===== config.mk =====
export PLATFORM = sky130hd
export DESIGN_NAME = eqr_horner_step
export DESIGN_NICKNAME = d
export VERILOG_FILES = /design/src/rtl/eqr_pkg.sv /design/src/rtl/eqr_horner_step.sv
export VERILOG_INCLUDE_DIRS = /design/src /design/src/rtl
export SDC_FILE = /design/constraint.sdc
export NUM_CORES = 2
export LEC_CHECK = 0
export BUFFER_PORTS_ARGS = -buffer_cell sky130_fd_sc_hd__buf_2
export CORE_MARGIN = 2
export CORE_UTILIZATION = 50
export DETAILED_ROUTE_END_ITERATION = 16
export MAX_ROUTING_LAYER = met4
export PLACE_DENSITY = 0.69
export SLEW_MARGIN = 15
export SYNTH_ARGS = -nofsm -noshare
export SYNTH_HDL_FRONTEND = slang
export SYNTH_SLANG_ARGS = --single-unit

===== constraint.sdc =====
create_clock -name clk -period 19.7 [get_ports clk]
set_input_delay 1.97 -clock clk [delete_from_list [all_inputs] [get_ports clk]]
set_output_delay 1.97 -clock clk [all_outputs]
set_load 0.02 [all_outputs]

===== src/rtl/exp_quadratic_ramp_eval_defines.svh =====
// ----------------------------------------------------------------------------
// Ramp evaluator assertion macros
// Shorthand for clocked implication checks with reset disable.
// ----------------------------------------------------------------------------
`ifndef EXP_QUADRATIC_RAMP_EVAL_DEFINES_SVH
`define EXP_QUADRATIC_RAMP_EVAL_DEFINES_SVH

// same-cycle implication
`define EQR_ASSERT_IMP(label, clk, rst_n, ante, cons) \
    label: assert property (@(posedge clk) disable iff (!rst_n) (ante) |-> (cons)) \
        else $error("assertion failed");

// next-cycle implication
`define EQR_ASSERT_NEXT(label, clk, rst_n, ante, cons) \
    label: assert property (@(posedge clk) disable iff (!rst_n) (ante) |=> (cons)) \
        else $error("assertion failed");

`endif


===== src/rtl/eqr_pkg.sv =====
// ----------------------------------------------------------------------------
// Ramp evaluator package
// Shared constants, register codes and pipeline structs.
// ----------------------------------------------------------------------------
package eqr_pkg;

    localparam logic [29:0] LN2_Q30    = 30'd744261118;
    localparam logic [32:0] ONE_Q30    = 33'h0_4000_0000;
    localparam int          EXP_TERMS  = 12;
    localparam int          K_BIAS     = 93;
    // K_BIAS * ln2 in Q30, keeps the reduced argument non-negative
    localparam logic [38:0] K_BIAS_OFS = 39'(64'd93 * 64'd744261118);
    // floor(2^46 / ln2_q30), reciprocal used on bits [37:22] of the argument
    localparam logic [16:0] RECIP_LN2  = 17'((64'd1 << 46) / 64'd744261118);
    localparam logic [31:0] SAT_MAX    = 32'h7FFF_FFFF;

    typedef enum logic [2:0] {
        REG_GOAL     = 3'd0,
        REG_RATE     = 3'd1,
        REG_EXP_ORG  = 3'd2,
        REG_QUAD     = 3'd3,
        REG_LIN      = 3'd4,
        REG_CONST    = 3'd5,
        REG_POLY_ORG = 3'd6
    } cfg_reg_t;

    typedef struct packed {
        logic [31:0] goal_level;
        logic [31:0] exp_rate;
        logic [31:0] exp_origin;
        logic [31:0] quad_coef;
        logic [31:0] lin_coef;
        logic [31:0] const_term;
        logic [31:0] poly_origin;
    } cfg_t;

    // values that ride along the exponential pipeline
    typedef struct packed {
        logic [7:0]  kb;    // biased power-of-two exponent
        logic        big;   // argument above the limit
        logic        tiny;  // argument below the limit
        logic [32:0] dx1;   // signed offset for the polynomial terms
    } exp_side_t;

endpackage


===== src/rtl/eqr_horner_step.sv =====
// ----------------------------------------------------------------------------
// Ramp evaluator Horner step
// One term p = 1 + (r*p)/DIV of the exponential series, three stages.
// ----------------------------------------------------------------------------
`include "exp_quadratic_ramp_eval_defines.svh"

module eqr_horner_step
    import eqr_pkg::*;
#(
    parameter int DIV = 12
)
(
    input  logic        clk,
    input  logic        rst_n,
    input  logic        en,
    input  logic        in_valid,
    input  logic [29:0] in_r,
    input  logic [32:0] in_p,
    input  exp_side_t   in_side,
    output logic        out_valid,
    output logic [29:0] out_r,
    output logic [32:0] out_p,
    output exp_side_t   out_side
);

    // floor(2^32 / DIV)
    localparam logic [32:0] RECIP = 33'(64'h1_0000_0000 / DIV);

    logic        va_reg, vb_reg, vc_reg;
    logic [32:0] v_a_reg, v_b_reg;
    logic [65:0] vr_reg, vr_next;
    logic [29:0] r_a_reg, r_b_reg, r_c_reg;
    exp_side_t   s_a_reg, s_b_reg, s_c_reg;
    logic [32:0] p_reg, p_next;
    logic [62:0] rp;
    logic [32:0] v_next;
    logic [32:0] est;
    logic [36:0] rem;
    logic [32:0] q;

    // stage A: r*p in Q30, truncate
    assign rp      = 63'(in_r) * 63'(in_p);
    assign v_next  = rp[62:30];

    // stage B: reciprocal product
    assign vr_next = 66'(v_a_reg) * 66'(RECIP);

    // stage C: correct the estimate, add one
    always_comb
    begin
        est    = vr_reg[64:32];
        rem    = 37'(v_b_reg) - 37'(est) * 37'(DIV);
        q      = est + 33'(rem >= 37'(DIV));
        p_next = ONE_Q30 + q;
    end

    always_ff @(posedge clk or negedge rst_n)
    begin
        if (!rst_n)
        begin
            va_reg <= 1'b0;
            vb_reg <= 1'b0;
            vc_reg <= 1'b0;
        end
        else if (en)
        begin
            va_reg <= in_valid;
            vb_reg <= va_reg;
            vc_reg <= vb_reg;
        end
    end

    always_ff @(posedge clk)
    begin
        if (en)
        begin
            v_a_reg <= v_next;
            r_a_reg <= in_r;
            s_a_reg <= in_side;
            vr_reg  <= vr_next;
            v_b_reg <= v_a_reg;
            r_b_reg <= r_a_reg;
            s_b_reg <= s_a_reg;
            p_reg   <= p_next;
            r_c_reg <= r_b_reg;
            s_c_reg <= s_b_reg;
        end
    end

    assign out_valid = vc_reg;
    assign out_r     = r_c_reg;
    assign out_p     = p_reg;
    assign out_side  = s_c_reg;

    // partial series never reaches two
    `EQR_ASSERT_IMP(a_p_below_two, clk, rst_n, vc_reg, p_reg[32:31] == 2'b00)

endmodule


### After elaboration in Yosys (flattened, before gate mapping)

Index checks and enable logic that the tools add are counted.

* register bits after elaboration: 383
* bits of input ports: 110
* output and inout port bits: 107
* word-level logic and storage cells: 29

* $add $sub $neg: 3
* $mul: 3
* magnitude comparators: 1

Operators by type and width (count)
* $mul 30x33->63: 1
* $mul 33x29->62 const B: 1
* $ge 37x4->1 const B: 1
* $sub 33x34->35: 1
* $add 31x31->32 const A: 1
* $mul 30x2->32 const B: 1
* $add 30x1->31: 1

### Depth between registers and ports, before layout

* word-level depth: 5
* depth in mapped cells: 34
* gate-level depth less buffers: 34

### Worst setup path after synthesis

Ideal clock, no wire load.

* path type: in2reg
* from: in in_p[13]
* to: reg v_a_reg[29] (data pin)
* library setup time: 274 ps
* arrival time: 8668 ps
* required time: 19426 ps
* path slack: 10758 ps
* cell stages on the path: 24
* path buffers: 1
* cells stage by stage: clkbuf_1 > and2_1 > fa_1 > fa_1 > fa_1 > inv_1 > fa_1 > inv_1 > fa_1 > inv_1 > fa_1 > inv_1 > fa_1 > fa_1 > ha_1 > nand4_1 > or3_1 > o311ai_1 > nand3b_1 > nand2_1 > a31oi_1 > o21a_1 > o41ai_1 > xor2_1

* word-level cells in the longest chain between the ends: 1

RTL lines
* from (decl): RTL line eqr_horner_step.sv:18 `input logic [32:0] in_p,`
* $mul 30x33->63: RTL line eqr_horner_step.sv:42 `assign rp = 63'(in_r) * 63'(in_p);`
* via rp[59]: RTL line eqr_horner_step.sv:35 `logic [62:0] rp;`
* to (signal assigned): RTL line eqr_horner_step.sv:77 `v_a_reg <= v_next;`
* to (decl): RTL line eqr_horner_step.sv:30 `logic [32:0] v_a_reg, v_b_reg;`

The timed path passes the listed nets, and every way through them passes these cells.
A chain may end at the register's enable or synchronous reset.

### Worst setup path in the final report

* from: in in_r[6]
* to: reg v_a_reg[28] (data pin)

* word-level cells in the longest chain between the ends: 1

RTL lines
* from (decl): RTL line eqr_horner_step.sv:17 `input logic [29:0] in_r,`
* $mul 30x33->63: RTL line eqr_horner_step.sv:42
* via rp[58]: RTL line eqr_horner_step.sv:35

The timed path passes the listed nets, and every way through them passes these cells.

==> flow_summary.json <==
{
  "grt_pass1_vias": 44209,
  "postRouteAntennaNets": 0,
  "cts_resized": 0,
  "vias": 40910,
  "first_iter_violations": 2800,
  "cts_buffers": 36,
  "hold_buffers": 0,
  "drv_cap": 0,
  "cts_setup_buffers": 0,
  "final_common_cell": "inv_1",
  "synth_area_um2": 60200,
  "clk_latency_ns": 0.57,
  "grt_pass1_wl_mm": 254,
  "crit_arrival_ns": 10.38,
  "grt_usage_pct": 28.0,
  "dpl.hpwl_mm": 127,
  "synthesis.nets": 7821,
  "synth_cells": 5840,
  "end_kind": "flop",
  "synth_cell_types": 71,
  "synth_edf_count": 345,
  "cp-start-kind": "primary input",
  "synth-seq-cells": 348,
  "crit_path_max_fanout": 34,
  "ys_seq_area_share_pct": 17.3,
  "start_util_pct": 50.3,
  "multi_input_area_um2": 43600,
  "worst_ep_required_time_ns": 19.99,
  "die_h_um": 351,
  "fin_area_um2": 63700,
  "max_slew.worst_pin.slew_ns": 1.11,
  "gr-total-overflow": 0,
  "dr.pass1.iters": 5,
  "hold_class": "flop to flop",
  "fin_crit_ns": 10.09,
  "clock-sinks": 348,
  "routedWlPerCell_um": 21.6,
  "finClkSkew_ns": 0.0149,
  "io_buffer_count": 215,
  "slew_headroom_pct": 24.9,
  "status": "finished clean",
  "vias_per_cell": 5.43,
  "maxSlewViolCount": 0,
  "slowest_stage": "buf_2",
  "dpl_cell_area_um2": 62600,
  "rsz0062_at_grt": "no",
  "finalSetupViolCount": 0,
  "yosys_warnings": 0,
  "path_class": "primary input to flop",
  "tns_ns": 0,
  "synthFlopType": "edfxtp_1",
  "root_buffer": "clkbuf_16",
  "crit_path_max_incr_delay_ns": 0.70,
  "cts_tree": "done",
  "rows": 127,
  "grt_antenna_before_repair": 3,
  "fillers": 10657,
  "postSynthAreaPerCell_um2": 10.3,
  "instances_no_fill": 7531,
  "place_inst": 7467,
  "async_flop_share_pct": 0.862,
  "drive_gt1_share_pct": 5.00,
  "cts.htree.levels": 2,
  "fmax_mhz": 99.1,
  "globalplace.congestion": 0.981,
  "dieArea_um2": 123000,
  "die-width_um": 351,
  "hold_depth": 0,
  "seqCellArea_um2": 10400,
  "final_util_pct": 53.3,
  "final_nets": 7874,
  "grt_max_degree": 84,
  "fp.coreArea_um2": 120000,
  "syn2layout_area_growth_pct": 5.87,
  "io_pins": 217,
  "wl_mm": 163,
  "drc": 0,
  "finalHoldViolCount": 0,
  "clkTransAtPathRegs_ns": 0.07,
  "r2r_cells": 23,
  "fin_crit_sh_pct": 51.2,
  "cts.path.max_buffers": 3,
  "crit_path_frequent_cell": "fa_1",
  "layout_common_cells": "1419 x inv_1, 1208 x fa_1, 663 x ha_1, 586 x nand2_1, 497 x and2_1"
}
per-stage QoR:
| step | setup WS (ns) | hold slack, ns |
|---|---|---|
| final | 9.61 | 0.414 |
| after global routing | 9.36 | 0.421 |
| after CTS | 9.78 | 0.413 |
| after detailed placement | 9.19 | 0.405 |
| after global placement | 9.32 | 0.401 |
| after floorplan | 10.76 | 0.400 |
layout make-up:
class | count | share of cell area [%]
antenna | 1 | 0.00393
clock buffer | 42 | 1.48
clock inverter | 21 | 0.279
inverter | 1419 | 8.36
multi-input combinational | 3857 | 68.5
sequential | 348 | 16.4
tap | 1612 | 3.16
timing repair buffer | 231 | 1.89
routing by layer:
layer	routed length, µm	part of all wire (%)	global-route usage (%)	vias to the layer above
li1	-	-	-	18003
met1	66900	41	36.6	20920
met2	78200	48	45.1	1686
met3	12500	7.7	4.27	301
met4	5350	3.3	8.51	0
met5	0	0	-	-
path summary, 6_finish.rpt:
path | start | endpoint | slack, ns
max reg2reg | v_a_reg[11] | vr_reg[60] | 11.11
min in group asynchronous | rst_n | out_valid | 1.19
min | s_a_reg[13] | s_b_reg[13] | 0.41
min reg2reg | s_a_reg[13] | s_b_reg[13] | 0.41
max | in_r[6] | v_a_reg[28] | 9.61
max in group asynchronous | rst_n | va_reg | 18.39
Yosys cell counts, types with 24 or more instances:
cell type  count  area, µm²
inv_1       1419       5330
fa_1        1208      24200
ha_1         663       8300
nand2_1      586       2200
and2_1       497       3110
edfxtp_1     345      10400
clkbuf_1     215        807
a21oi_1      147        736
o21ai_0       88        440
xnor2_1       79        692
a21o_1        75        563
nor2_1        65        244
xor2_1        53        464
nand3_1       49        245
nand4_1       33        206
nor3_1        26        130
and3_1        25        156
nor2b_1       25        156
a211oi_1      24        180
critical path: cells and delay by family:
family	cells	cell delay (ns)
adders and majority gates	9	4.45
buffers and inverters	6	0.95
AOI/OAI and AO/OA	6	1.82
and+or+nand+nor	5	1.12
logic make-up after synthesis:
| logic type | share of synthesized area [%] |
|---|---|
| other | 0.00623 |
| buffers and inverters | 10.2 |
| DFF | 17.3 |
| and+or+nand+nor | 11.4 |
| adders and majority gates | 53.9 |
| muxes | 0.0893 |
| xor gates and xnor gates | 1.92 |
| AOI/OAI and AO/OA | 5.08 |
Power is not shown: default switching activity piles up to over one toggle a cycle in this logic, so the estimate is an artifact.
