## config.mk

```make
export PLATFORM = sky130hd
export DESIGN_NAME = eqr_front
export DESIGN_NICKNAME = d
export VERILOG_FILES = /design/src/rtl/eqr_pkg.sv /design/src/rtl/eqr_front.sv
export VERILOG_INCLUDE_DIRS = /design/src /design/src/rtl
export SDC_FILE = /design/constraint.sdc
export NUM_CORES = 2
export LEC_CHECK = 0
export BUFFER_PORTS_ARGS = -buffer_cell sky130_fd_sc_hd__buf_2
export CAP_MARGIN = 20
export CORE_ASPECT_RATIO = 0.7
export CORE_MARGIN = 2
export CORE_UTILIZATION = 40
export DETAILED_ROUTE_END_ITERATION = 12
export PLACE_DENSITY = 0.59
export SLEW_MARGIN = 20
export SYNTH_ARGS = -nofsm -noshare
export SYNTH_HDL_FRONTEND = slang
export SYNTH_SLANG_ARGS = --single-unit
```

## constraint.sdc

```tcl
create_clock -name clk -period 14.65 [get_ports clk]
set_input_delay 1.465 -clock clk [delete_from_list [all_inputs] [get_ports clk]]
set_output_delay 1.465 -clock clk [all_outputs]
set_load 0.01 [all_outputs]
```

## src/rtl/exp_quadratic_ramp_eval_defines.svh

```systemverilog
// ----------------------------------------------------------------------------
// Ramp evaluator assertion macros
// Shorthand for clocked implication checks with reset disable.
// ----------------------------------------------------------------------------
`ifndef EXP_QUADRATIC_RAMP_EVAL_DEFINES_SVH
`define EXP_QUADRATIC_RAMP_EVAL_DEFINES_SVH

// same-cycle implication
`define EQR_ASSERT_IMP(label, clk, rst_n, ante, cons) \
    label: assert property (@(posedge clk) disable iff (!rst_n) (ante) |-> (cons)) \
        else $error("assertion failed");

// next-cycle implication
`define EQR_ASSERT_NEXT(label, clk, rst_n, ante, cons) \
    label: assert property (@(posedge clk) disable iff (!rst_n) (ante) |=> (cons)) \
        else $error("assertion failed");

`endif

```

## src/rtl/eqr_pkg.sv

```systemverilog
// ----------------------------------------------------------------------------
// Ramp evaluator package
// Shared constants, register codes and pipeline structs.
// ----------------------------------------------------------------------------
package eqr_pkg;

    localparam logic [29:0] LN2_Q30    = 30'd744261118;
    localparam logic [32:0] ONE_Q30    = 33'h0_4000_0000;
    localparam int          EXP_TERMS  = 12;
    localparam int          K_BIAS     = 93;
    // K_BIAS * ln2 in Q30, keeps the reduced argument non-negative
    localparam logic [38:0] K_BIAS_OFS = 39'(64'd93 * 64'd744261118);
    // floor(2^46 / ln2_q30), reciprocal used on bits [37:22] of the argument
    localparam logic [16:0] RECIP_LN2  = 17'((64'd1 << 46) / 64'd744261118);
    localparam logic [31:0] SAT_MAX    = 32'h7FFF_FFFF;

    typedef enum logic [2:0] {
        REG_GOAL     = 3'd0,
        REG_RATE     = 3'd1,
        REG_EXP_ORG  = 3'd2,
        REG_QUAD     = 3'd3,
        REG_LIN      = 3'd4,
        REG_CONST    = 3'd5,
        REG_POLY_ORG = 3'd6
    } cfg_reg_t;

    typedef struct packed {
        logic [31:0] goal_level;
        logic [31:0] exp_rate;
        logic [31:0] exp_origin;
        logic [31:0] quad_coef;
        logic [31:0] lin_coef;
        logic [31:0] const_term;
        logic [31:0] poly_origin;
    } cfg_t;

    // values that ride along the exponential pipeline
    typedef struct packed {
        logic [7:0]  kb;    // biased power-of-two exponent
        logic        big;   // argument above the limit
        logic        tiny;  // argument below the limit
        logic [32:0] dx1;   // signed offset for the polynomial terms
    } exp_side_t;

endpackage

```

## src/rtl/eqr_front.sv

```systemverilog
// ----------------------------------------------------------------------------
// Ramp evaluator front end
// Offsets, exponent argument and range reduction by ln2, five stages.
// ----------------------------------------------------------------------------
`include "exp_quadratic_ramp_eval_defines.svh"

module eqr_front
    import eqr_pkg::*;
#(
    parameter int FRAC_BITS = 16
)
(
    input  logic               clk,
    input  logic               rst_n,
    input  logic               en,
    input  logic               in_valid,
    input  logic signed [31:0] x_sample,
    input  cfg_t               cfg,
    output logic               out_valid,
    output logic [29:0]        out_r,
    output exp_side_t          out_side
);

    localparam logic [64:0] FRAC_MASK = (65'd1 << FRAC_BITS) - 65'd1;
    localparam logic [64:0] ARG_LIM   = 65'd64 << FRAC_BITS;
    localparam int          ZQ_SHIFT  = 30 - FRAC_BITS;

    logic v1_reg, v2_reg, v3_reg, v4_reg, v5_reg;

    logic signed [32:0] dx0_reg, dx0_next;
    logic [32:0]        dx1_1_reg, dx1_next;
    logic [64:0]        um_reg, um_next;
    logic               neg_reg, neg_next;
    logic [32:0]        dx1_2_reg;
    logic [37:0]        zs_reg, zs_next;
    logic               big_reg, big_next, tiny_reg, tiny_next;
    logic [32:0]        dx1_3_reg;
    logic [32:0]        prod_reg, prod_next;
    logic [37:0]        zs4_reg;
    logic               big4_reg, tiny4_reg;
    logic [32:0]        dx1_4_reg;
    logic [29:0]        r_reg, r_next;
    logic [7:0]         kb_reg, kb_next;
    logic               big5_reg, tiny5_reg;
    logic [32:0]        dx1_5_reg;

    logic [32:0] rate_neg;
    logic [31:0] rate_mag;
    logic [33:0] dx0_neg;
    logic [32:0] dx0_mag;
    logic        rate_pos, rate_ngt;
    logic [64:0] q, qr, zmag;
    logic        rem;
    logic [38:0] zq, zs_wide;
    logic [7:0]  est;
    logic [37:0] r0;

    // stage 1: offsets
    assign dx0_next = $signed({x_sample[31], x_sample})
                    - $signed({cfg.exp_origin[31], cfg.exp_origin});
    assign dx1_next = 33'($signed({x_sample[31], x_sample})
                    - $signed({cfg.poly_origin[31], cfg.poly_origin}));

    // stage 2: magnitude product for the exponent argument
    assign rate_neg = 33'd0 - {cfg.exp_rate[31], cfg.exp_rate};
    assign rate_mag = cfg.exp_rate[31] ? rate_neg[31:0] : cfg.exp_rate;
    assign dx0_neg  = 34'd0 - {dx0_reg[32], dx0_reg};
    assign dx0_mag  = dx0_reg[32] ? dx0_neg[32:0] : dx0_reg;
    assign um_next  = 65'(rate_mag) * 65'(dx0_mag);
    assign rate_pos = !cfg.exp_rate[31] && (cfg.exp_rate != 32'd0);
    assign rate_ngt = cfg.exp_rate[31];
    assign neg_next = (rate_pos && !dx0_reg[32] && (dx0_reg != 33'sd0))
                   || (rate_ngt && dx0_reg[32]);

    // stage 3: floor to fraction bits, limit check, biased Q30 argument
    assign q         = um_reg >> FRAC_BITS;
    assign rem       = (um_reg & FRAC_MASK) != 65'd0;
    assign qr        = q + 65'(rem);
    assign big_next  = !neg_reg && (q > ARG_LIM);
    assign tiny_next = neg_reg && (qr > ARG_LIM);
    assign zmag      = neg_reg ? qr : q;
    assign zq        = zmag[38:0] << ZQ_SHIFT;
    assign zs_wide   = neg_reg ? (K_BIAS_OFS - zq) : (K_BIAS_OFS + zq);
    // park out-of-range arguments at zero so the reduction stays in range
    assign zs_next   = (big_next || tiny_next) ? K_BIAS_OFS[37:0] : zs_wide[37:0];

    // stage 4: quotient estimate by reciprocal
    assign prod_next = 33'(zs_reg[37:22]) * 33'(RECIP_LN2);

    // stage 5: remainder, one correction step
    always_comb
    begin
        est = prod_reg[31:24];
        r0  = zs4_reg - 38'(est) * 38'(LN2_Q30);
        if (r0 >= 38'(LN2_Q30))
        begin
            r_next  = 30'(r0 - 38'(LN2_Q30));
            kb_next = est + 8'd1;
        end
        else
        begin
            r_next  = r0[29:0];
            kb_next = est;
        end
    end

    always_ff @(posedge clk or negedge rst_n)
    begin
        if (!rst_n)
        begin
            v1_reg <= 1'b0;
            v2_reg <= 1'b0;
            v3_reg <= 1'b0;
            v4_reg <= 1'b0;
            v5_reg <= 1'b0;
        end
        else if (en)
        begin
            v1_reg <= in_valid;
            v2_reg <= v1_reg;
            v3_reg <= v2_reg;
            v4_reg <= v3_reg;
            v5_reg <= v4_reg;
        end
    end

    always_ff @(posedge clk)
    begin
        if (en)
        begin
            dx0_reg   <= dx0_next;
            dx1_1_reg <= dx1_next;
            um_reg    <= um_next;
            neg_reg   <= neg_next;
            dx1_2_reg <= dx1_1_reg;
            zs_reg    <= zs_next;
            big_reg   <= big_next;
            tiny_reg  <= tiny_next;
            dx1_3_reg <= dx1_2_reg;
            prod_reg  <= prod_next;
            zs4_reg   <= zs_reg;
            big4_reg  <= big_reg;
            tiny4_reg <= tiny_reg;
            dx1_4_reg <= dx1_3_reg;
            r_reg     <= r_next;
            kb_reg    <= kb_next;
            big5_reg  <= big4_reg;
            tiny5_reg <= tiny4_reg;
            dx1_5_reg <= dx1_4_reg;
        end
    end

    assign out_valid     = v5_reg;
    assign out_r         = r_reg;
    assign out_side.kb   = kb_reg;
    assign out_side.big  = big5_reg;
    assign out_side.tiny = tiny5_reg;
    assign out_side.dx1  = dx1_5_reg;

    `EQR_ASSERT_IMP(a_rem_below_ln2, clk, rst_n, v5_reg, r_reg < LN2_Q30)

endmodule

```

== Word-level counts from Yosys, hierarchy flattened ==
Index checks and enable logic that the tools add are counted.

* Register bits after elaboration: 419
* Bits in latches: 0
* Memory bits (writable): 0
* ROM bits: 0
* Input bits: 260
* Output and inout bits: 74
* Logic and storage cells: 60
* Memories: 0

* Add/sub/neg operators: 10
* Multiply operators: 3
* Div/mod/pow operators: 0
* Magnitude comparators: 3
* Equality and inequality tests: 0
* Shift-type cells: 0
* Mux-type cells: 6
* Bitwise gates (word level): 0
* Reductions and logical operators: 14

{| class="wikitable"
|+ Operators by type and width
! operator !! count
|-
| $sub A32 B32 Y33 || 2
|-
| $mul A32 B33 Y65 || 1
|-
| $reduce_bool A65 Y1 || 1
|-
| $add A49 B1 Y50 || 1
|-
| $gt A50 B23 Y1 const B || 1
|-
| $gt A49 B23 Y1 const B || 1
|-
| $add A37 B38 Y38 const A || 1
|-
| $ge A38 B30 Y1 const B || 1
|-
| $mux W38 || 1
|-
| $sub A37 B38 Y38 const A || 1
|-
| $sub A38 B38 Y38 || 1
|-
| $mul A8 B29 Y37 const B || 1
|-
| $mux W33 || 1
|-
| $reduce_bool A33 Y1 || 1
|-
| $sub A1 B33 Y33 const A || 1
|-
| $mux W32 || 1
|-
| $reduce_bool A32 Y1 || 1
|-
| $sub A1 B32 Y32 const A || 1
|-
| $mul A16 B15 Y30 const B || 1
|-
| $mux W30 || 1
|-
| $sub A30 B30 Y30 const B || 1
|-
| $mux W24 || 1
|-
| $add A8 B1 Y8 const B || 1
|-
| $mux W8 || 1
|-
| other kinds (3) || 11
|}

== Depth between registers and ports, before layout ==
* Depth in word-level cells: 5
* Gate-level depth with buffers: 43
* Gate-level depth less buffers: 40

== Worst setup path after synthesis ==
OpenSTA, ideal clock, no wires.

* Kind: in2reg
* From: input cfg[160] (netlist name)
* To: register um_reg[59] (data pin)
* Setup time: 259 ps
* Arrival time: 11216 ps
* Data required time: 14391 ps
* Setup slack: 3175 ps
* Stages on the path: 38
* Path buffers: 3
* Cells stage by stage: inv_1 -> clkbuf_1 -> ha_1 -> nand2_1 -> or4_1 -> or3_1 -> o41ai_1 -> xor2_1 -> clkbuf_1 -> nor2_1 -> fa_1 -> inv_1 -> fa_1 -> inv_1 -> fa_1 -> inv_1 -> fa_1 -> inv_1 -> (+2 left out) -> fa_1 -> inv_1 -> fa_1 -> inv_1 -> ha_1 -> clkbuf_1 -> nand4_1 -> or2_2 -> o221ai_1 -> a31oi_1 -> o21ai_0 -> a31oi_1 -> a21oi_1 -> o221a_2 -> o21ai_0 -> a21oi_1 -> a41oi_1 -> xnor2_1

* Longest elaborated chain between the ends: 3

{| class="wikitable"
|+ RTL lines
! element !! RTL line !! source
|-
| start: declaration || eqr_front.sv:18 || <nowiki>input cfg_t cfg,</nowiki>
|-
| $sub A1 B32 Y32 || eqr_front.sv:65 || <nowiki>assign rate_neg = 33'd0 - {cfg.exp_rate[31], cfg.exp_rate};</nowiki>
|-
| $mux W32 * || eqr_front.sv:66 || <nowiki>assign rate_mag = cfg.exp_rate[31] ? rate_neg[31:0] : cfg.exp_rate;</nowiki>
|-
| $mul A32 B33 Y65 * || eqr_front.sv:69 || <nowiki>assign um_next = 65'(rate_mag) * 65'(dx0_mag);</nowiki>
|-
| net um_next[59] || eqr_front.sv:32 || <nowiki>logic [64:0] um_reg, um_next;</nowiki>
|-
| end signal: assignment || eqr_front.sv:133 || <nowiki>um_reg <= um_next;</nowiki>
|-
| end: declaration || eqr_front.sv:32 ||
|}

Mark *: on every way through the listed nets, which the timed path passes. The rest lies on a longest branch.
A chain may end at the register's enable or synchronous reset.

== Worst setup path after layout ==
Same ends and word-level chain as after synthesis.

==> run metrics <==
Area Overhead vs Synth 9.21%; initial antenna violation count 6; max reg flops 65; GRT Total Usage 0.235; fmax 78.7 MHz; outcome finished clean; diodes inserted 0; CP max-delay cell o21ai_0; first-pass GRT wire length 280 mm; DRC viols 0; hold buffer count at cts 0; die width 470 µm; synth unique cells 102; syn nets 8,303; drt wl/cell 21.0 µm; layout cells sized above 1 0.0776; Startpoint Class input port; Via density 5.30; CTS Buf Count 35; Reg clk slew, reported paths 0.07 ns; clock root cell clkbuf_16; Worst Hold Class reg2reg; Port Buf Inserts 204; Longest Clk Path Bufs 3; critical path's top delay family adder cells; number of cell rows 119; crit-path max cell delay 0.64 ns; Synth warnings 0; max cap viols 0; worst reg2reg path depth 39; Iter 0 DRT Violations 3,757; WS Path Type in2reg; Placer Congestion 0.953; min Tclk post-route 12.71 ns; Die Area 0.155 mm²; H-tree Lvls 2; clock sink total 368; worst path buffer plus inverter count 10; Mapped Area 0.0608 mm²; Primary FF master, synth edfxtp_1; Mean Syn Cell Area 9.48 µm²; core area 0.151 mm²; first drt pass iteration count 6; Final setup violation count 0; Routed WL 181 mm; CP Depth 38; number of synthesized flops with an enable pin 363; HPWL Detailed 148 mm; nets 8,469; Required @ worst endpoint 14.96 ns; CP arrival 13.02 ns; vias in the first global route 46,600; Synth async-reset ratio 0.0136; routed vias 45,600; # IOs 334; Worst Clk Skew 0.0330 ns; Post-DRT Antenna Nets 0; hold path depth 0; Starting Density 0.404; Worst path most repeated cell fa_1; post-CTS sizing 0; Post-CTS Repair Setup Buffers 0; CTS tree built; Final Slew Violations 0; CP Max Fanout 21; die extent in y 330 µm; CP endpoint kind flop; Tcrit/Tclk final 0.867; Synth Register Bits 368; Final TNS setup 0 ns; Seq/Total Area, Yosys 0.181; largest net degree at the start of global routing 140; Slew @ Worst Pin 1.11 ns; Final Hold Viols 0; slew margin rel. 0.256; RSZ-0062 raised after global routing no; Clock Latency Late Sink 0.59 ns; Mapped Cells 6,417; grt total ovfl 0
-- kinds of logic after synthesis --
group                    after synthesis  synth area share
buffers and inverters               1511            0.0937
XOR/XNOR                             370            0.0534
other                                  1         0.0000616
AO/OA/AOI/OAI                        654            0.0729
flip-flops                           368             0.181
multiplexers                          18           0.00311
AND/OR/NAND/NOR                     1869             0.132
adder cells (fa/ha/maj)             1626             0.463
-- metrics by stage --
step / util / worst slack (ns) / cell area, µm² / hold WS, ns / std cells
floorplan: - / 3.17 / 60800 / 0.400 / 6417
global placement: 0.433 / 1.52 / 65200 / 0.400 / 8541
global route: 0.441 / 1.44 / 66400 / 0.406 / 8603
CTS: 0.441 / 2.02 / 66400 / 0.397 / 8603
detailed placement: 0.433 / 1.44 / 65200 / 0.405 / 8542
finish: 0.441 / 1.94 / 66400 / 0.399 / 8603
-- cell usage in the layout (no fill, tap or decap), drive strengths merged, types with 41 or more instances in the layout --
| master | synthesis | layout |
|---|---|---|
| nand2 | 767 | 767 |
| nor2 | 661 | 661 |
| nand3 | 78 | 78 |
| inv | 1292 | 1293 |
| a21oi | 162 | 162 |
| fa | 1045 | 1045 |
| xnor2 | 222 | 222 |
| ha | 581 | 581 |
| nand4 | 41 | 41 |
| o21ai | 143 | 143 |
| nor3 | 63 | 63 |
| xor2 | 148 | 148 |
| buf | 16 | 348 |
| a21o | 89 | 89 |
| edfxtp | 363 | 363 |
-- routing by layer --
layer | up-vias | global-route usage | wire (µm)
met3 | 293 | 0.0477 | 16600
met1 | 23100 | 0.346 | 81200
met2 | 1738 | 0.356 | 77700
met5 | - | 0 | 68
met4 | 10 | 0.0574 | 5220
li1 | 20500 | - | -
-- final cells by class --
| cell class | count | area, µm² |
|---|---|---|
| Sequential cell | 368 | 11000 |
| Timing Repair Buffer | 348 | 2130 |
| Clock inverter | 22 | 268 |
| Inverter | 1292 | 4850 |
| Fill cell | 14600 | 84200 |
| Tap cell | 1996 | 2500 |
| Clock buffer | 39 | 891 |
| Multi-Input combinational cell | 4538 | 44800 |
-- path summary, 6_finish.rpt --
path	start	end	slack, ns
max in group asynchronous	rst_n	v1_reg$_DFFE_PN0P_	13.84
min in group asynchronous	rst_n	v3_reg$_DFFE_PN0P_	0.68
min reg2reg	dx1_4_reg[24]$_DFFE_PP_	dx1_5_reg[24]$_DFFE_PP_	0.40
max	cfg[160]	um_reg[59]$_DFFE_PP_	1.94
max reg2reg	dx0_reg[4]$_DFFE_PP_	um_reg[63]$_DFFE_PP_	2.11
min	dx1_4_reg[24]$_DFFE_PP_	dx1_5_reg[24]$_DFFE_PP_	0.40
-- cells in the mapped netlist (all sizes together) (8+ instances only) --
cell,n,area (µm²)
inv,1292,4850
fa,1045,20900
nand2,767,2880
nor2,661,2480
ha,581,7270
edfxtp,363,10900
xnor2,222,1950
clkbuf,203,762
a21oi,162,830
xor2,148,1300
o21ai,143,727
a21o,89,669
nand3,78,390
nor3,63,315
nand4,41,257
nor2b,38,238
or3,38,243
and3,34,218
nand2b,34,213
nor4,33,213
o21a,29,218
and2,28,178
a31oi,27,184
o21bai,25,188
a21boi,18,135
o31ai,18,135
a211oi,16,125
buf,16,90.1
or2,15,93.8
o31a,13,115
or4,12,93.8
mux2i,11,110
o211ai,11,106
a211o,10,87.6
a311oi,9,103
o22ai,8,50.1
o41ai,8,70.1
Power is left out: the tool's default activity adds up to more than one toggle a clock period on the data nets, which glitch-free logic cannot reach.
